==> src/rtl/core/cwpt_pkg.sv <==
package cwpt_pkg;

	localparam int CORDIC_STEPS = 24;
	localparam int IW = $clog2(CORDIC_STEPS);

	localparam logic [1:0] OP_ODOM = 2'd0;
	localparam logic [1:0] OP_TAG  = 2'd1;
	localparam logic [1:0] OP_DET  = 2'd2;

	localparam logic signed [31:0] ONE_Q30     = 32'sd1073741824;
	localparam logic signed [33:0] HALF_PI_Q28 = 34'sd421657428;

	typedef enum logic [1:0] {
		PH_QPROD = 2'd0,
		PH_QMUL  = 2'd1,
		PH_POS   = 2'd2,
		PH_WMUL  = 2'd3
	} phase_t;

	typedef struct packed {
		logic          accept;
		logic          wr_tag;
		logic          issue;
		phase_t        phase;
		logic [1:0]    row;
		logic [1:0]    col;
		logic [1:0]    k;
		logic          cinit;
		logic          citer;
		logic [IW-1:0] iter;
		logic          out_load;
	} cmd_t;

	typedef struct packed {
		logic fwd;
		logic out_busy;
	} stat_t;

	function automatic logic [3:0] idx9(input logic [1:0] r, input logic [1:0] c);
		return 4'(r) * 4'd3 + 4'(c);
	endfunction

	function automatic logic signed [31:0] sat32(input logic signed [63:0] v);
		if (v > 64'sd2147483647)
			return 32'sh7fffffff;
		else if (v < -64'sd2147483648)
			return 32'sh80000000;
		else
			return v[31:0];
	endfunction

	function automatic logic signed [31:0] mount_at(input logic fwd, input logic [3:0] i);
		logic signed [31:0] r;
		r = '0;
		if (fwd) begin
			case (i)
				4'd0: r = 32'sd4293845;
				4'd1: r = -32'sd33508716;
				4'd2: r = 32'sd1073210247;
				4'd3: r = -32'sd1073702050;
				4'd4: r = 32'sd8045921;
				4'd5: r = 32'sd4547029;
				4'd6: r = -32'sd8183839;
				4'd7: r = -32'sd1073188676;
				4'd8: r = -32'sd33475299;
				default: r = '0;
			endcase
		end else begin
			case (i)
				4'd0: r = 32'sd7395941;
				4'd1: r = -32'sd1073255748;
				4'd2: r = -32'sd31446835;
				4'd3: r = -32'sd1073671611;
				4'd4: r = -32'sd7679542;
				4'd5: r = 32'sd9581274;
				4'd6: r = -32'sd9801848;
				4'd7: r = 32'sd31378783;
				4'd8: r = -32'sd1073238464;
				default: r = '0;
			endcase
		end
		return r;
	endfunction

	function automatic logic signed [31:0] offs_at(input logic fwd, input logic [1:0] i);
		logic signed [31:0] r;
		r = '0;
		case ({fwd, i})
			3'b100: r = 32'sd410;
			3'b101: r = -32'sd5828;
			3'b110: r = 32'sd4214;
			3'b000: r = -32'sd265;
			3'b001: r = -32'sd4223;
			3'b010: r = 32'sd554;
			default: r = '0;
		endcase
		return r;
	endfunction

	function automatic logic signed [33:0] atan_q28(input logic [4:0] i);
		logic signed [33:0] r;
		r = '0;
		case (i)
			5'd0: r = 34'sd210828714;
			5'd1: r = 34'sd124459457;
			5'd2: r = 34'sd65760959;
			5'd3: r = 34'sd33381290;
			5'd4: r = 34'sd16755422;
			5'd5: r = 34'sd8385879;
			5'd6: r = 34'sd4193963;
			5'd7: r = 34'sd2097109;
			5'd8: r = 34'sd1048571;
			5'd9: r = 34'sd524287;
			default: begin
				if (i <= 5'd28)
					r = 34'sd1 <<< (5'd28 - i);
				else
					r = '0;
			end
		endcase
		return r;
	endfunction

endpackage

==> src/rtl/core/cwpt_ctrl.sv <==
module cwpt_ctrl (
	input  logic                clk,
	input  logic                arst_n,
	input  logic                in_valid,
	input  logic [1:0]          in_op,
	input  logic                in_found,
	output logic                in_ready,
	input  cwpt_pkg::stat_t     stat,
	output cwpt_pkg::cmd_t      cmd
);

	typedef enum logic [7:0] {
		S_IDLE  = 8'b00000001,
		S_QPROD = 8'b00000010,
		S_QMUL  = 8'b00000100,
		S_POS   = 8'b00001000,
		S_WMUL  = 8'b00010000,
		S_CINIT = 8'b00100000,
		S_CITER = 8'b01000000,
		S_OUT   = 8'b10000000
	} state_t;

	localparam logic [cwpt_pkg::IW-1:0] ITER_LAST = cwpt_pkg::IW'(cwpt_pkg::CORDIC_STEPS - 1);

	state_t state_q, state_d;
	logic [1:0] row_q, col_q, k_q, row_d, col_d, k_d;
	logic [1:0] kmax, colmax, rowmax;
	logic drain_q, drain_d;
	logic [cwpt_pkg::IW-1:0] iter_q, iter_d;
	logic phase_st;

	always_comb begin
		kmax = 2'd2;
		colmax = 2'd0;
		rowmax = 2'd2;
		case (state_q)
			S_QPROD: begin
				kmax = 2'd0;
				colmax = 2'd2;
			end
			S_QMUL: colmax = 2'd2;
			S_WMUL: rowmax = 2'd1;
			default: ;
		endcase
	end

	assign phase_st = (state_q == S_QPROD) || (state_q == S_QMUL) ||
		(state_q == S_POS) || (state_q == S_WMUL);

	always_comb begin
		state_d = state_q;
		row_d = row_q;
		col_d = col_q;
		k_d = k_q;
		drain_d = drain_q;
		iter_d = iter_q;
		in_ready = 1'b0;
		cmd = '0;
		cmd.row = row_q;
		cmd.col = col_q;
		cmd.k = k_q;
		cmd.iter = iter_q;
		case (state_q)
			S_QMUL: cmd.phase = cwpt_pkg::PH_QMUL;
			S_POS: cmd.phase = cwpt_pkg::PH_POS;
			S_WMUL: cmd.phase = cwpt_pkg::PH_WMUL;
			default: cmd.phase = cwpt_pkg::PH_QPROD;
		endcase

		if (phase_st) begin
			if (drain_q) begin
				drain_d = 1'b0;
				row_d = '0;
				col_d = '0;
				k_d = '0;
				case (state_q)
					S_QPROD: state_d = S_QMUL;
					S_POS: state_d = stat.fwd ? S_OUT : S_WMUL;
					S_WMUL: state_d = S_CINIT;
					default: state_d = S_IDLE;
				endcase
			end else begin
				cmd.issue = 1'b1;
				if (k_q == kmax) begin
					k_d = '0;
					if (col_q == colmax) begin
						col_d = '0;
						if (row_q == rowmax)
							drain_d = 1'b1;
						else
							row_d = row_q + 2'd1;
					end else begin
						col_d = col_q + 2'd1;
					end
				end else begin
					k_d = k_q + 2'd1;
				end
			end
		end

		case (state_q)
			S_IDLE: begin
				in_ready = 1'b1;
				if (in_valid) begin
					cmd.accept = 1'b1;
					case (in_op)
						cwpt_pkg::OP_ODOM: state_d = S_QPROD;
						cwpt_pkg::OP_TAG: cmd.wr_tag = 1'b1;
						cwpt_pkg::OP_DET: state_d = in_found ? S_POS : S_OUT;
						default: ;
					endcase
				end
			end
			S_CINIT: begin
				cmd.cinit = 1'b1;
				iter_d = '0;
				state_d = S_CITER;
			end
			S_CITER: begin
				cmd.citer = 1'b1;
				iter_d = iter_q + 1'b1;
				if (iter_q == ITER_LAST)
					state_d = S_OUT;
			end
			S_OUT: begin
				if (!stat.out_busy) begin
					cmd.out_load = 1'b1;
					state_d = S_IDLE;
				end
			end
			default: ;
		endcase
	end

	always_ff @(posedge clk or negedge arst_n) begin
		if (!arst_n) begin
			state_q <= S_IDLE;
			row_q <= '0;
			col_q <= '0;
			k_q <= '0;
			drain_q <= 1'b0;
			iter_q <= '0;
		end else begin
			state_q <= state_d;
			row_q <= row_d;
			col_q <= col_d;
			k_q <= k_d;
			drain_q <= drain_d;
			iter_q <= iter_d;
		end
	end

	a_odom_starts: assert property (@(posedge clk) disable iff (!arst_n)
		cmd.accept && in_op == cwpt_pkg::OP_ODOM |=> state_q == S_QPROD)
		else $error("odometry item did not start product phase");

	a_cordic_ends: assert property (@(posedge clk) disable iff (!arst_n)
		state_q == S_CITER && iter_q == ITER_LAST |=> state_q == S_OUT)
		else $error("cordic did not finish on its last iteration");

	a_load_free: assert property (@(posedge clk) disable iff (!arst_n)
		cmd.out_load |-> !stat.out_busy)
		else $error("result loaded over an unsent item");

endmodule

==> config.mk <==
export PLATFORM = sky130hd
export DESIGN_NAME = cwpt_ctrl
export DESIGN_NICKNAME = d
export VERILOG_FILES = /design/src/rtl/core/cwpt_pkg.sv /design/src/rtl/core/cwpt_ctrl.sv
export SDC_FILE = /design/constraint.sdc
export NUM_CORES = 1
export LEC_CHECK = 0
export BUFFER_PORTS_ARGS = -buffer_cell sky130_fd_sc_hd__buf_2
export CORE_AREA = 4 4 62 64
export DETAILED_ROUTE_END_ITERATION = 16
export DIE_AREA = 0 0 66 68
export PLACE_DENSITY = 0.68
export SETUP_SLACK_MARGIN = 0.4
export SLEW_MARGIN = 20
export SYNTH_ARGS = -nofsm -noshare
export SYNTH_HDL_FRONTEND = slang
export SYNTH_SLANG_ARGS = --single-unit
==> constraint.sdc <==
create_clock -name clk -period 5.8 [get_ports clk]
set_input_delay 0 -clock clk [delete_from_list [all_inputs] [get_ports clk]]
set_output_delay 0 -clock clk [all_outputs]
set_load 0.02 [all_outputs]
==> flow_summary.toml <==
[sta]
setup_violations = 0
fin_crit_ns = 2.39
worst_pin_slew_ns = 0.801
max_freq_ghz = 0.418
rsz0062_at_grt = "no"
finalSetupTns_ns = 0
relSlewSlack_pct = 45.9
period_share_pct = 41.3
skew_ns = 0.0167
setup_ws_ns = 3.41
hold_slack_ns = 0.0721
hold_viol_final = 0
maxSlewViolCount = 0

[placed_design]
dp_slack_ns = 3.46
io_buffers = 27
gp_congestion = 0.844
placed_cells = 235
dpl-instance-area_sq_um = 1560
hpwlAfterDp_um = 2430

[clock_tree]
cts.clk_slew.worst_paths_ns = 0.11
clkSinkCount = 20
holdBufCountCts = 4
h-tree-depth = 1
clk_path_buf_depth = 2
numCtsBuffers = 3
post_cts_resized = 0
clk_latency_ns = 0.31
clk_root_buffer_cell = "clkbuf_4"
cts_tree = "yes"
post_cts_buffers = 0

[critical_path]
cp-end-kind = "output port"
critPathSlowestCell = "or4_1"
criticalPathCategory = "flop to output port"
cp-start-kind = "flop"
reg2reg_from = "state_q[7]"
worst_ep_required_time_ns = 5.80
rr_worst_depth = 5
r2r-end = "row_q[1]"
worstPathCellList = "or4_4, or4_1, clkinv_2, buf_2"
arrival_ns = 2.39
slowest_delay_ns = 0.66
rrSetupSlack_ns = 3.44
critPathMaxFanout = 13

[floorplanning]
die-area_sq_um = 4490
ios = 28
die_w_um = 66
die_height_um = 68
initial_core_util_pct = 43.0
core_area_sq_um = 3280
rows = 21

[cells_and_area]
final_area_sq_um = 1620
syn_to_final_growth_pct = 14.9
fin_util_pct = 49.4
nets = 207
instances_no_fill = 243
diodes = 0
drive_gt1_share_pct = 18.8

[global_routing]
antenna_found_initial = 0
track_usage_pct = 16.7
grt_pass1_wl_um = 5950
grt_pass1_vias = 1309
grt_max_degree = 21
grt_overflow = 0

[worst_hold_path]
whs_endpoint = "state_q[5]"
min_path_cells = 4
hold_path.class = "primary input to flop"
min_from = "stat[0]"

[synthesis]
ys_seq_area_share_pct = 35.5
synthArstFlopShare_pct = 100
synth_cell_type_count = 50
synth_edf_count = 0
syn_area_sq_um = 1410
synth_area_leaders = "dfrtp_1, nand2_1, o21ai_0"
syn_nets = 182
synthTopCellsByCount = "dfrtp_1, nand2_1, nor2_1"
yosys_most_used_dff = "dfrtp_1"
ys_ff_latch = 20
synth_warnings = 0
synth_area_leader_cell = "dfrtp_1"
syn_avg_cell_area_sq_um = 8.17
synth_cells = 173
synth.top_cell.area_share_pct = 33.6

[outcome]
status = "finished, final reports clean"

[drt]
avgRoutedWirePerCell_um = 14.0
drt_wl_total_um = 3390
drt_first_pass_iters = 4
vias_per_cell = 5.63
ant_nets = 0
dr.first_iter.drc_count = 94
drc = 0
num_vias = 1369

[power]
p_leak_nw = 0.704
powerDensity_nw_per_um2 = 139
finalPower_mw = 0.225
ir_drop_v = 0.0000680

[run]
cap_violations = 0
[critical path: cells and delay by family, from the launching register on]
kind,cells,cell delay (ns)
flops,1,0.53
simple gates,2,1.26
buf+inv,2,0.31
[worst max path at each step]
stage / end / slack (ns) / cells past startpoint / startpoint
floorplan: cmd[17] / 3.59 / 6 / state_q[3]
global placement: iter_q[2] / 3.53 / 6 / state_q[3]
detailed placement: iter_q[3] / 3.46 / 6 / state_q[3]
CTS: cmd[6] / 3.40 / 4 / state_q[3]
global route: row_q[1] / 3.16 / 5 / state_q[6]
finish: cmd[6] / 3.41 / 4 / state_q[3]
[registers in the layout, summed over array words and instances (netlist names)]
register and flops:
col_q 2, row_q 2, state_q 8, drain_q 1, iter_q 5, k_q 2
[cells by family (layout without fill, tap and decap cells)]
kind of cell               after synthesis  count (layout)  synth area share (%)
muxes                                    3               3                  2.12
DFF                                     20              20                  35.5
buffers and inverters                   17              41                  5.40
xor gates and xnor gates                 7               7                  4.34
and+or+nand+nor                         84              84                  32.3
adders and majority gates                1               1                 0.885
AOI/OAI and AO/OA                       41              41                  19.5
[power breakdown]
part | internal (mW) | switching (mW)
clock | 0.0268 | 0.0457
combinational | 0.00548 | 0.00536
sequential | 0.140 | 0.00182
total | 0.173 | 0.0528
[layer usage]
layer  global-route usage (%)  wire length [um]  vias up
met5                        0                 0        -
met3                     2.63               138        2
met1                     22.9              1620      648
li1                         -                 -      691
met4                     4.31                14        0
met2                     27.7              1620       28
[area by class of cell]
type | count | area [sq um]
Tap cell | 46 | 57.6
Timing Repair Buffer | 32 | 183
Multi-Input combinational cell | 136 | 836
Sequential cell | 20 | 502
Fill cell | 325 | 1660
Inverter | 5 | 20.0
Clock buffer | 4 | 26.3
[cell usage in the layout (no fill, tap or decap), drive strengths merged, types with 3 or more instances in the layout]
cell type and n:
nor4 4, nor2b 3, nand2 19, xor2 5, a21oi 4, nor3 6, dfrtp 19, nor4b 5
dlygate4sd3 4, nand2b 5, or4 3, clkbuf 4, buf 28, nand3 9, o21ai 13, nand4 5
nor2 14, or2 3, inv 4, a31oi 6, mux2i 3
Note: power is estimated with default switching activity, not from simulation.
